## src/rtl/core/pro_pkg.sv

```systemverilog
// shared types and constants of the polyline ribbon outline block
`default_nettype none
package pro_pkg;

  localparam int CNT_W       = 5;
  localparam int SQRT_STEPS  = 31;
  localparam int CROSS_STEPS = 6;

  localparam logic TGT_EDGE   = 1'b0;
  localparam logic TGT_BINORM = 1'b1;

  typedef enum logic [3:0] {
    OP_NONE,
    OP_ACCEPT,
    OP_LOAD_EDGE,
    OP_SHIFT,
    OP_SQ,
    OP_SQRT,
    OP_DIV_INIT,
    OP_DIV_STEP,
    OP_DIV_STORE,
    OP_ZERO,
    OP_CROSS,
    OP_LOAD_CROSS,
    OP_EMIT,
    OP_COMMIT
  } op_t;

  typedef enum logic [1:0] {
    SEL_PBP,
    SEL_PREV,
    SEL_CUR,
    SEL_SHORT
  } sel_t;

  typedef struct packed {
    op_t              op;
    logic [CNT_W-1:0] cnt;
    logic [1:0]       comp;
    logic             tgt;
    sel_t             sel;
  } cmd_t;

  typedef struct packed {
    logic       vec_zero;
    logic       in_range;
    logic       big;
    logic [1:0] phase;
    logic       last;
  } stat_t;

endpackage
`default_nettype wire

```

## src/rtl/core/pro_ctrl.sv

```systemverilog
// sequencer for normalisation, cross product and result emission
`default_nettype none
module pro_ctrl #(
  parameter int FRAC_BITS = 16
) (
  input  wire            clk,
  input  wire            rst_n,
  input  wire            in_tvalid,
  output logic           in_tready,
  output logic           out_tvalid,
  input  wire            out_tready,
  input  pro_pkg::stat_t stat,
  output pro_pkg::cmd_t  cmd
);
  import pro_pkg::*;

  localparam logic [CNT_W-1:0] DIV_LAST   = CNT_W'(FRAC_BITS + 1);
  localparam logic [CNT_W-1:0] SQRT_LAST  = CNT_W'(SQRT_STEPS - 1);
  localparam logic [CNT_W-1:0] CROSS_LAST = CNT_W'(CROSS_STEPS - 1);

  typedef enum logic [3:0] {
    S_IDLE, S_LOAD_EDGE, S_SHIFT, S_SQ, S_SQRT, S_DIV_INIT, S_DIV_STEP,
    S_DIV_STORE, S_CROSS, S_LOAD_CROSS, S_PICK, S_EMIT, S_COMMIT
  } state_t;

  state_t           state_r;
  logic [CNT_W-1:0] cnt_r;
  logic [1:0]       comp_r;
  logic             tgt_r;
  sel_t             sel_r;
  logic             out_valid_r;
  logic             emit_ok;
  logic             want_cross;

  assign emit_ok    = !out_valid_r || out_tready;
  assign want_cross = (tgt_r == TGT_EDGE) && stat.phase[1];
  assign in_tready  = (state_r == S_IDLE);
  assign out_tvalid = out_valid_r;

  always_comb begin
    cmd.op   = OP_NONE;
    cmd.cnt  = cnt_r;
    cmd.comp = comp_r;
    cmd.tgt  = tgt_r;
    cmd.sel  = sel_r;
    case (state_r)
      S_IDLE:       cmd.op = in_tvalid ? OP_ACCEPT : OP_NONE;
      S_LOAD_EDGE:  cmd.op = OP_LOAD_EDGE;
      S_SHIFT:      cmd.op = stat.vec_zero ? OP_ZERO : (stat.in_range ? OP_NONE : OP_SHIFT);
      S_SQ:         cmd.op = OP_SQ;
      S_SQRT:       cmd.op = OP_SQRT;
      S_DIV_INIT:   cmd.op = OP_DIV_INIT;
      S_DIV_STEP:   cmd.op = OP_DIV_STEP;
      S_DIV_STORE:  cmd.op = OP_DIV_STORE;
      S_CROSS:      cmd.op = OP_CROSS;
      S_LOAD_CROSS: cmd.op = OP_LOAD_CROSS;
      S_EMIT:       cmd.op = emit_ok ? OP_EMIT : OP_NONE;
      S_COMMIT:     cmd.op = OP_COMMIT;
      default:      cmd.op = OP_NONE;
    endcase
  end

  always_ff @(posedge clk) begin
    if (!rst_n) begin
      state_r     <= S_IDLE;
      cnt_r       <= '0;
      comp_r      <= '0;
      tgt_r       <= TGT_EDGE;
      sel_r       <= SEL_SHORT;
      out_valid_r <= 1'b0;
    end else begin
      if (state_r == S_EMIT && emit_ok) begin
        out_valid_r <= 1'b1;
      end else if (out_tready) begin
        out_valid_r <= 1'b0;
      end
      case (state_r)
        S_IDLE: begin
          if (in_tvalid) begin
            tgt_r   <= TGT_EDGE;
            state_r <= (stat.phase == 2'd0) ? S_PICK : S_LOAD_EDGE;
          end
        end
        S_LOAD_EDGE: state_r <= S_SHIFT;
        S_SHIFT: begin
          if (stat.vec_zero) begin
            cnt_r   <= '0;
            state_r <= want_cross ? S_CROSS : S_PICK;
          end else if (stat.in_range) begin
            comp_r  <= 2'd0;
            state_r <= S_SQ;
          end
        end
        S_SQ: begin
          if (comp_r == 2'd2) begin
            cnt_r   <= '0;
            state_r <= S_SQRT;
          end else begin
            comp_r <= comp_r + 2'd1;
          end
        end
        S_SQRT: begin
          cnt_r <= cnt_r + 1'b1;
          if (cnt_r == SQRT_LAST) begin
            comp_r  <= 2'd0;
            state_r <= S_DIV_INIT;
          end
        end
        S_DIV_INIT: begin
          cnt_r   <= '0;
          state_r <= S_DIV_STEP;
        end
        S_DIV_STEP: begin
          cnt_r <= cnt_r + 1'b1;
          if (cnt_r == DIV_LAST) state_r <= S_DIV_STORE;
        end
        S_DIV_STORE: begin
          if (comp_r == 2'd2) begin
            cnt_r   <= '0;
            state_r <= want_cross ? S_CROSS : S_PICK;
          end else begin
            comp_r  <= comp_r + 2'd1;
            state_r <= S_DIV_INIT;
          end
        end
        S_CROSS: begin
          cnt_r <= cnt_r + 1'b1;
          if (cnt_r == CROSS_LAST) state_r <= S_LOAD_CROSS;
        end
        S_LOAD_CROSS: begin
          tgt_r   <= TGT_BINORM;
          state_r <= S_SHIFT;
        end
        S_PICK: begin
          if (stat.phase[1]) begin
            sel_r   <= (stat.phase == 2'd2) ? SEL_PBP : SEL_PREV;
            state_r <= S_EMIT;
          end else if (stat.last) begin
            sel_r   <= SEL_SHORT;
            state_r <= S_EMIT;
          end else begin
            state_r <= S_COMMIT;
          end
        end
        S_EMIT: begin
          if (emit_ok) begin
            case (sel_r)
              SEL_PBP:  sel_r <= SEL_PREV;
              SEL_PREV: begin
                if (stat.last) sel_r <= SEL_CUR;
                else state_r <= S_COMMIT;
              end
              default:  state_r <= S_COMMIT;
            endcase
          end
        end
        S_COMMIT: state_r <= S_IDLE;
        default:  state_r <= S_IDLE;
      endcase
    end
  end

endmodule
`default_nettype wire

```

## config.mk

```make
export PLATFORM = sky130hd
export DESIGN_NAME = pro_ctrl
export DESIGN_NICKNAME = d
export VERILOG_FILES = /design/src/rtl/core/pro_pkg.sv /design/src/rtl/core/pro_ctrl.sv
export SDC_FILE = /design/constraint.sdc
export NUM_CORES = 1
export LEC_CHECK = 0
export ABC_CLOCK_PERIOD_IN_PS = 3500
export BUFFER_PORTS_ARGS = -buffer_cell sky130_fd_sc_hd__buf_2
export CAP_MARGIN = 20
export CORE_MARGIN = 8
export CORE_UTILIZATION = 60
export CTS_BUF_LIST = sky130_fd_sc_hd__clkbuf_4 sky130_fd_sc_hd__clkbuf_8
export CTS_CLUSTER_DIAMETER = 80
export CTS_CLUSTER_SIZE = 24
export DETAILED_ROUTE_END_ITERATION = 8
export GPL_TIMING_DRIVEN = 1
export PLACE_DENSITY = 0.86
export SYNTH_ARGS = -nofsm -noshare
export SYNTH_HDL_FRONTEND = slang
export SYNTH_SLANG_ARGS = --single-unit
```

## constraint.sdc

```tcl
create_clock -name clk -period 3.5 [get_ports clk]
set_input_delay 0.35 -clock clk [delete_from_list [all_inputs] [get_ports clk]]
set_output_delay 0.35 -clock clk [all_outputs]
set_load 0.02 [all_outputs]
```

==> Word-level counts from Yosys, hierarchy flattened <==
Index checks and enable logic that the tools add are counted.
{ "totals": {"ramBits": 0, "latch_bits": 0, "rom_bits": 0, "ff_bits": 15, "elab_cells": 104, "memories": 0, "out_inout_bits": 16} }
{ "classes": {"n_eq_ne": 35, "n_mul": 0, "addsub": 2, "n_mux": 40, "div": 0, "order_cmp": 0, "bitwise_logic": 1, "n_reduce_logical": 20, "n_shift": 0} }
{ "ops": {"columns": ["op", "n"], "rows": [
  ["$mux W4", 13],
  ["$pmux W4 S12", 1],
  ["$pmux W4 S11", 1],
  ["$ne A2 B2 Y1 const B", 11],
  ["$eq A4 B4 Y1 const B", 5],
  ["$mux W2", 10],
  ["$pmux W5 S4", 1],
  ["$eq A4 B3 Y1 const B", 4],
  ["$ne A3 B3 Y1 const B", 4],
  ["$eq A5 B5 Y1 const B", 2],
  ["$mux W5", 2],
  ["$reduce_and A5 Y1", 2],
  ["$reduce_and A9 Y1", 1],
  ["$eq A4 B2 Y1 const B", 2],
  ["$pmux W2 S2", 2],
  ["$pmux W4 S2", 1],
  ["$mux W3", 2],
  ["$pmux W2 S3", 1],
  ["$reduce_bool A2 Y1", 3],
  ["$add A5 B1 Y5 const B", 1],
  ["$eq A5 B3 Y1 const B", 1],
  ["$mux W1", 5],
  ["$eq A2 B2 Y1 const B", 2],
  ["$eq A4 B1 Y1 const B", 1],
  ["other kinds (17)", 20]
]} }

==> Longest topological paths before layout <==
Gate-level depths: netlist of run 1.
{ "logic_depth": {"ltp_word": 5, "depth_mapped": 8, "ltp_nobuf": 7} }

==> Worst setup path after synthesis of run 1 <==
Ideal clock, no wire load.
{ "synth_path": {"path_type": "register to output", "start": "reg state_r[3]", "end": "out cmd[13] in the netlist's numbering", "path_stages_with_launch": 8, "slack_ns": 1.654, "arrival_time_ns": 1.496, "path_cell_list": "dfxtp_1 buf_2 buf_1 clkbuf_1 nand2_1 o22ai_1 a21oi_1 o21ai_0"} }
{ "synth_rtl": {"columns": ["element", "line", "source"], "rows": [
  ["from (decl)", "pro_ctrl.sv:26", "state_t state_r;"],
  ["from (signal assigned)", "pro_ctrl.sv:81", "state_r <= (stat.phase == 2'd0) ? S_PICK : S_LOAD_EDGE;"],
  ["from (signal assigned)", "pro_ctrl.sv:88", "state_r <= want_cross ? S_CROSS : S_PICK;"],
  ["from (signal assigned)", "pro_ctrl.sv:120", "state_r <= want_cross ? S_CROSS : S_PICK;"],
  ["to (decl)", "pro_ctrl.sv:13", "output pro_pkg::cmd_t cmd"]
]} }

==> results.txt, run 1 <==
# IOs - 26
Commonest non-fill, non-tap cell in the layout - buf_2
Register bit total from synthesis - 15
Status - complete, no violations
Reg clk slew, reported paths - 0.09 ns
Port bufs - 24
Core area - 2127 sq um
Largest net degree at the start of global routing - 29
Routed wire length per instance - 15.01 um
Peak VDD IR - 0.3944 mV
Dpl hpwl - 2389 um
Data required time of the worst path - 3.15 ns
Routed Antenna Nets - 0
Final setup margin - 1.071 ns
Post-route DRC violation count - 0
Router iterations before antenna repair - 4
Highest clock rate - 0.4116 GHz
Post-Route Setup TNS - 0 ns
Final Cell Area - 1408 sq um
# setup viols final - 0
Initial DRC count - 80
Initial antenna violation count - 0
P&R area growth vs syn - 8.696%
Total Wirelength - 3258 um
Synthesized instance count - 174
Post-CTS sizing - 0
Yosys warns - 0
Row Count - 17
Clock Sinks - 15
Seq/Total Area, Yosys - 23.19%
Routed vias/inst - 6.226
Part of the cycle the worst path needs - 69.41%
Clock Skew - 0.003181 ns
Vias in the first global route - 1247
Die area - 3901 sq um
CTS HTree Levels - 1
Clk buf depth - 2
Post-CTS setup buffers - 0
Root Buffer - clkbuf_4
Power Density - 657.4 nW/um^2
Place WS - 1.357 ns
RSZ-0062 raised after global routing - false
Fraction of layout cells with a size suffix above 1 - 19.58%
Crit Path Category - reg -> out
Fin crit period - 2.429 ns
Die W - 62.46 um
Max cap viols - 0
Post-synth EDFFs - 0
Hold/Removal Path Class - in -> reg
Slew @ Worst Pin - 0.9003 ns
Total grt overflow - 0
Gr usage total - 16.90%
Syn Std Cell Area - 1295 sq um
CP Max Fanout - 28
Antenna diode count - 0
Syn_area_per_cell - 7.442 sq um
Die Span Y - 62.46 um
Main synth FF type - dfxtp_1
Leak - 0.5791 nW
Mapped Nets - 188
Rel. slew slack - 39.90%
Placed cell area - 1378 sq um
Setup crit start kind - flop
Skew-Pair Late Insertion Delay - 0.29 ns
First-pass GRT wire length - 5609 um
GP Congestion - 0.9005
Hold Vio Cnt, Final - 0
Critical Path Sink Type - output port
Post-layout utilization of the core - 66.18%
Cts-stage hold buffer count - 0
Num CTS Buffers - 3
Initial Util - 60.88%
TritonCTS clock tree - yes
WP data arrival - 2.08 ns
Nets@finish - 204
Most frequent cells in the layout - buf_2, nand2_1, nor2_1
Async SR Flop Fraction - 0%
Via count - 1351
Slew Viols, Final - 0
Yosys cell types - 49
## cells in the mapped netlist (all sizes together), types with 5 or more instances
| cell type | instances | area share (%) |
|---|---|---|
| nand2 | 18 | 5.2 |
| nor2 | 17 | 4.9 |
| dfxtp | 15 | 23 |
| a21oi | 13 | 5.0 |
| o21ai | 11 | 4.3 |
| buf | 9 | 4.4 |
| inv | 9 | 2.6 |
| nor3 | 9 | 3.5 |
| nand2b | 6 | 2.9 |
| a31oi | 5 | 2.4 |
| nor2b | 5 | 2.4 |
| o22ai | 5 | 2.4 |
## sequential cells by signal, indices dropped and copies added, names as in the netlist
signal and flops:
cnt_r 5, sel_r 2, out_tvalid 1, comp_r 2
state_r 4, tgt_r 1
## layout make-up
class | count | area (sq um)
fill | 211 | 719.4
multi-input combinational | 137 | 888.4
timing repair buffer | 24 | 120.1
tap | 28 | 35.03
clock buffer | 4 | 30.03
inverter | 9 | 33.78
sequential | 15 | 300.3
## final timing paths
| check | start | endpoint | slack, ns | depth (start not counted) |
|---|---|---|---|---|
| max | state_r[3] | cmd[13] | 1.07 | 5 |
| min | rst_n | sel_r[0] | 0.39 | 2 |
| max reg2reg | state_r[1] | state_r[1] | 1.28 | 5 |
| min reg2reg | cnt_r[3] | cnt_r[3] | 0.53 | 1 |
## where the power goes
part / internal [mW] / switching, mW / leakage (nW)
Combinational: 0.211 / 0.299 / 0.439
Clock: 0.0521 / 0.0571 / 0.0184
Sequential: 0.196 / 0.110 / 0.122
## layer usage
metal / track usage (%) / vias to the layer above / routed length (um)
met5: 0 / - / 0
met4: 7.692 / 0 / 57
li1: - / 665 / -
met1: 19.75 / 630 / 1382
met3: 5.376 / 7 / 191
met2: 27.43 / 49 / 1626
## kinds of logic after synthesis
logic type,synth area share (%)
and+or+nand+nor,30.92
AOI/OAI and AO/OA,30.63
buffers and inverters,8.212
DFF,23.19
muxes,3.188
adders and majority gates,3.865
## critical path: stages, from the launching register on
cell      delay [ns]
dfxtp_1         0.92
nand2b_1        0.33
o22ai_1         0.11
a21oi_1         0.15
o21ai_0         0.09
buf_2           0.19
## per-stage QoR
stage / power [mW] / hold WS (ns) / std cells
5_1_grt: 0.9890 / 0.4020 / 217
3_3_place_gp: 0.7909 / 0.5046 / 213
6_report: 0.9254 / 0.3853 / 217
4_1_cts: 0.9205 / 0.3797 / 217
3_5_place_dp: 0.8085 / 0.5041 / 213
2_1_floorplan: 0.7000 / 0.4883 / 174
No activity file was read; power rests on OpenSTA's default activity.
==> inputs of run 2 (changes only) <==
- ABC_CLOCK_PERIOD_IN_PS: 3500 -> 2100
- CORE_UTILIZATION: 60 -> 51
- PLACE_DENSITY: 0.86 -> 0.78
- clock period: 3.5 -> 2.1 ns (I/O delays scaled with it)
==> results.txt, run 2 (same netlist as run 1, synthesis figures left out) <==
Status - complete, no violations
Fraction of layout cells with a size suffix above 1 - 25.00% (+5.4 points)
Fin crit period - 1.908 ns
Gr usage total - 17.11% (+0.21 points)
Die area - 4408 sq um (+13%)
Skew-Pair Late Insertion Delay - 0.28 ns (about the same)
Dpl hpwl - 2643 um (+11%)
Data required time of the worst path - 1.89 ns (-1.26 ns)
Crit Path Category - reg -> out
Routed vias/inst - 6.104 (-2.0%)
Reg with most FFs - cnt_r
Worst path slowest cell - dfxtp_2
Clock Sinks - 15 (unchanged)
Clk buf depth - 2 (unchanged)
M3 GR Usage - 3.898% (-1.5 points)
Die Span Y - 66.39 um (+6.3%)
TritonCTS clock tree - yes
Power Density - 1098 nW/um^2 (+67%)
Die W - 66.39 um (+6.3%)
Largest net degree at the start of global routing - 18 (-38%)
Critical Path, Cell by Cell - buf_4 > nor2b_1 > nand3b_1 > a21oi_1 > a21oi_1 > o21ai_0 > buf_2
Hold Slack - 0.2535 ns (-0.1318 ns)
Core area - 2432 sq um (+14%)
Root Buffer - clkbuf_4
Commonest non-fill, non-tap cell in the layout - buf_2
Router iterations before antenna repair - 4 (unchanged)
Antenna diode count - 0 (unchanged)
Post-Route Setup TNS - 0 ns (unchanged)
Max cap viols - 0 (unchanged)
Met1 usage - 19.59% (-0.16 points)
RSZ-0062 raised after global routing - false
Initial Util - 53.24% (-7.6 points)
Slew Viols, Final - 0 (unchanged)
Buffer and inverter count on the worst path - 2 (+1)
Clock Skew - 0.005163 ns (+0.001981 ns)
Non-filler cells, final - 230 (+6.0%)
Grt peak-use layer - met2
GP Congestion - 0.9124 (+1.3%)
Rel. slew slack - 66.41% (+27 points)
P&R area growth vs syn - 15.46%
Total grt overflow - 0 (unchanged)
Critical Path Max Stage Delay - 0.49 ns (-0.43 ns)
CTS HTree Levels - 1 (unchanged)
Part of the cycle the worst path needs - 90.84%
# setup viols final - 0 (unchanged)
Port bufs - 24 (unchanged)
Slew @ Worst Pin - 0.5039 ns (-0.3964 ns)
First-pass GRT wire length - 6113 um (+9.0%)
Post-route DRC violation count - 0 (unchanged)
Setup crit start kind - flop
Initial DRC count - 82 (+2.5%)
Reg clk slew, reported paths - 0.09 ns (about the same)
Most frequent cells in the layout - buf_2, nand2_1, nor2_1
Row Count - 18 (+1)
Placed cells - 226 (+6.1%)
CP top delay family - flip-flops
# IOs - 26 (unchanged)
Routed Antenna Nets - 0 (unchanged)
WP data arrival - 1.70 ns (-0.38 ns)
Via count - 1404 (+3.9%)
Nets@finish - 215 (+5.4%)
Leak - 0.6349 nW (+9.6%)
Peak VDD IR - 0.5895 mV (+49%)
M2 GR Usage - 29.92% (+2.5 points)
Max reg flops - 5 (unchanged)
Crit-path most repeated cell - a21oi_1
CP Max Fanout - 13 (-54%)
Biggest regs - cnt_r (5), state_r (4)
Hold Vio Cnt, Final - 0 (unchanged)
Total Wirelength - 3453 um (+6.0%)
Hold/Removal Path Class - in -> reg
Routed wire length per instance - 15.01 um (about the same)
Initial antenna violation count - 0 (unchanged)
Highest clock rate - 0.5242 GHz
Num CTS Buffers - 3 (unchanged)
Cts-stage hold buffer count - 0 (unchanged)
Vias in the first global route - 1376 (+10%)
Critical Path Sink Type - output port
-- run 2: changes by cell type in the layout (fill, tap and decap cells not counted), sizes merged --
cell,delta
buf,+11
-- run 2: routing by layer --
| layer | wire length, um | part of all wire (%) | up-vias |
|---|---|---|---|
| met1 | 1404 | 41 | 655 |
| li1 | - | - | 686 |
| met3 | 249 | 7.2 | 6 |
| met2 | 1763 | 51 | 57 |
| met5 | 0 | 0 | - |
| met4 | 36 | 1.0 | 0 |
-- run 2: repair_timing --
item | 4_1_cts | 5_1_grt
setup endpoints to repair | 0 | 3
endpoints found under the hold margin | 0 | 0
resized for setup | 0 | 2
setup buffers | 0 | 0
-- run 2: final cells by class --
cell class                      count  area (sq um)
Clock buffer                        4         30.03
Inverter                            9         33.78
Tap cell                           30         37.54
Sequential cell                    15         302.8
Timing Repair Buffer               35         202.7
Fill cell                         234         937.1
Multi-Input combinational cell    137         888.4
-- run 2: power breakdown --
part | internal, mW | total, mW | switching [mW] | leakage (nW)
Sequential | 0.330 | 0.453 | 0.123 | 0.122
Clock | 0.0866 | 0.183 | 0.0966 | 0.0184
Combinational | 0.427 | 1.01 | 0.579 | 0.494
Total | 0.844 | 1.64 | 0.798 | 0.635
-- run 2: path summary, 6_finish.rpt --
| check | startpoint | end | slack [ns] | depth (start not counted) |
|---|---|---|---|---|
| setup / recovery | state_r[1] | cmd[13] | 0.19 | 7 |
| hold / removal | rst_n | sel_r[0] | 0.25 | 2 |
| setup reg to reg | state_r[0] | state_r[3] | 0.25 | 5 |
| hold reg to reg | cnt_r[4] | cnt_r[4] | 0.51 | 1 |
-- run 2: through the flow --
step           total power, mW  util (%)  cell area, sq um  worst slack (ns)
3_5_place_dp             1.450     60.13              1463            0.2684
5_1_grt                  1.778     61.47              1495           0.05091
3_3_place_gp             1.416     60.13              1463            0.2796
4_1_cts                  1.636     61.37              1493           0.02632
6_report                 1.642     61.47              1495            0.1924
2_1_floorplan            1.167         -              1295            0.2707
==> inputs of run 3 (changes only) <==
- CELL_PAD_IN_SITES_DETAIL_PLACEMENT: default -> 1
- CELL_PAD_IN_SITES_GLOBAL_PLACEMENT: default -> 1
- CORE_UTILIZATION: 51 -> 37
- PLACE_DENSITY: 0.78 -> default
- PLACE_DENSITY_LB_ADDON: default -> 0.1
- SLEW_MARGIN: default -> 40
==> results.txt, run 3 (same netlist as run 1, synthesis figures left out) <==
Antenna diode count - 0 (unchanged)
Final setup margin - 0.1128 ns (-0.07954 ns)
Post-Route Setup TNS - 0 ns (unchanged)
Die Span Y - 75.16 um (+13%)
Rel. slew slack - 68.20% (+1.8 points)
Biggest regs - cnt_r (5), state_r (4)
NetSw - 0.8333 mW (+4.4%)
Hold Path Cell Cnt - 2 (unchanged)
CP top delay family - flip-flops
Part of the cycle the worst path needs - 94.63% (+3.8 points)
Placed cells - 242 (+7.1%)
Critical Path, Cell by Cell - buf_4 > nor2b_1 > nand3b_1 > a21oi_1 > a21oi_1 > o21ai_0 > buf_2
GP Congestion - 0.8789 (-3.7%)
Fin crit period - 1.987 ns (+0.07953 ns)
Filler cells - 451 (+93%)
Router iterations before antenna repair - 4 (unchanged)
Flop pwr share - 26.6% (-1.0 points)
Peak VDD IR - 0.4128 mV (-30%)
CTS HTree Levels - 1 (unchanged)
Reg2reg path depth - 5 (unchanged)
CP Max Fanout - 11 (-2)
Most frequent cells in the layout - buf_2, nand2_1, nor2_1
Post-layout utilization of the core - 45.01% (-16 points)
Pint - 0.8517 mW (+0.90%)
# IOs - 26 (unchanged)
Reg clk slew, reported paths - 0.11 ns (+0.02 ns)
Row Count - 21 (+3)
Die W - 75.16 um (+13%)
Critical Path Max Stage Delay - 0.62 ns (+0.13 ns)
Initial DRC count - 56 (-32%)
Clock Sinks - 15 (unchanged)
Hold endpoint - sel_r[0]
Slew @ Worst Pin - 0.4769 ns (-0.02697 ns)
Hold Crit Start - rst_n
Power Density - 1113 nW/um^2 (+1.3%)
Initial Util - 38.50% (-15 points)
First-pass GRT wire length - 7024 um (+15%)
Total Wirelength - 4135 um (+20%)
TritonCTS clock tree - yes
Non-filler cells, final - 246 (+7.0%)
Cts-stage hold buffer count - 0 (unchanged)
RSZ-0062 raised after global routing - false
Multi-input gate area - 888.4 sq um (unchanged)
Nets@finish - 215 (unchanged)
Skew-Pair Late Insertion Delay - 0.30 ns (+0.02 ns)
Total grt overflow - 0 (unchanged)
Worst path slowest cell - dfxtp_1
Crit-path most repeated cell - a21oi_1
WP data arrival - 1.78 ns (+0.08 ns)
Max reg flops - 5 (unchanged)
Die area - 5649 sq um (+28%)
Commonest non-fill, non-tap cell in the layout - buf_2
Routed wire length per instance - 16.81 um (+12%)
Largest net degree at the start of global routing - 18 (unchanged)
Clk buf depth - 2 (unchanged)
Fraction of layout cells with a size suffix above 1 - 24.50% (-0.50 points)
Highest clock rate - 0.5032 GHz (-4.0%)
Status - complete, no violations
Core area - 3363 sq um (+38%)
Reg with most FFs - cnt_r
Clock power frac - 11.7% (+0.5 points)
Setup crit start kind - flop
Data required time of the worst path - 1.89 ns (about the same)
Initial antenna violation count - 0 (unchanged)
R2r startpoint - state_r[2]
Gr usage total - 15.92% (-1.2 points)
Hold Slack - 0.2423 ns (-0.01124 ns)
Leak - 0.6357 nW (+0.13%)
# setup viols final - 0 (unchanged)
Clock Skew - 0.01284 ns (+0.007682 ns)
Net Sw Frac - 49.46% (+0.85 points)
R2R Setup Slk - 0.23 ns (-0.02 ns)
Hold/Removal Path Class - in -> reg
Via count - 1379 (-1.8%)
Root Buffer - clkbuf_4
Port bufs - 24 (unchanged)
Max cap viols - 0 (unchanged)
Buffer and inverter count on the worst path - 2 (unchanged)
Crit Path Category - reg -> out
Combinational fraction of design power - 61.7% (+0.5 points)
FF+latch area - 301.5 sq um (-0.41%)
Hold Vio Cnt, Final - 0 (unchanged)
Post-route DRC violation count - 0 (unchanged)
Critical Path Sink Type - output port
P&R area growth vs syn - 16.91%
Dpl hpwl - 3146 um (+19%)
Slew Viols, Final - 0 (unchanged)
Place WS - 0.1794 ns (-0.08894 ns)
Routed vias/inst - 5.606 (-8.2%)
Num CTS Buffers - 3 (unchanged)
Routed Antenna Nets - 0 (unchanged)
Vias in the first global route - 1472 (+7.0%)
FF-to-FF End - state_r[0]
-- run 3: worst max path at each step --
stage                     from  slack, ns  cells past startpoint    endpoint
floorplan            comp_r[1]       0.27                      7    cnt_r[2]
global placement    state_r[1]       0.19                      5   comp_r[1]
detailed placement  state_r[1]       0.18                      5  state_r[0]
CTS                 state_r[1]       0.02                      6     cmd[12]
global route        state_r[0]     0.0005                      7     cmd[13]
finish              state_r[0]       0.11                      7     cmd[13]
-- run 3: layout make-up --
type | count | area share [%]
clock buffer | 4 | 1.983
inverter | 9 | 2.231
multi-input combinational | 137 | 58.68
sequential | 15 | 19.92
tap | 46 | 3.802
timing repair buffer | 35 | 13.39
-- run 3: power groups by stage --
stage	registers [mW]	logic (mW)	clock network, mW
floorplan	0.380	0.786	0
global placement	0.449	1.01	0
detailed placement	0.449	1.03	0
CTS	0.445	1.04	0.202
global route	0.462	1.14	0.219
finish	0.449	1.04	0.197
-- run 3: metrics by stage --
step / instance area, sq um / power [mW]
6_report: 1514 / 1.685
3_5_place_dp: 1483 / 1.482
3_3_place_gp: 1483 / 1.464
5_1_grt: 1514 / 1.818
2_1_floorplan: 1295 / 1.167
4_1_cts: 1513 / 1.692
-- run 3: worst reg2reg max path: cells and delay by family, from the launching register on --
family | cells | cell delay, ns
AO/OA/AOI/OAI | 3 | 0.70
multiplexers | 1 | 0.24
flip-flops | 1 | 0.58
AND/OR/NAND/NOR | 1 | 0.29
-- run 3: timing repair --
item,in CTS,in global routing
hold endpoints to repair,0,0
buffers inserted,0,0
setup endpoints to repair,0,3
gates resized for setup,0,1
-- run 3: per-layer routing --
layer | part of all wire, % | vias up | track usage, %
met5 | 0 | - | 0
met4 | 2.0 | 0 | 5.330
met3 | 3.4 | 8 | 3.595
met2 | 51 | 23 | 28.69
met1 | 43 | 661 | 17.84
li1 | - | 687 | -
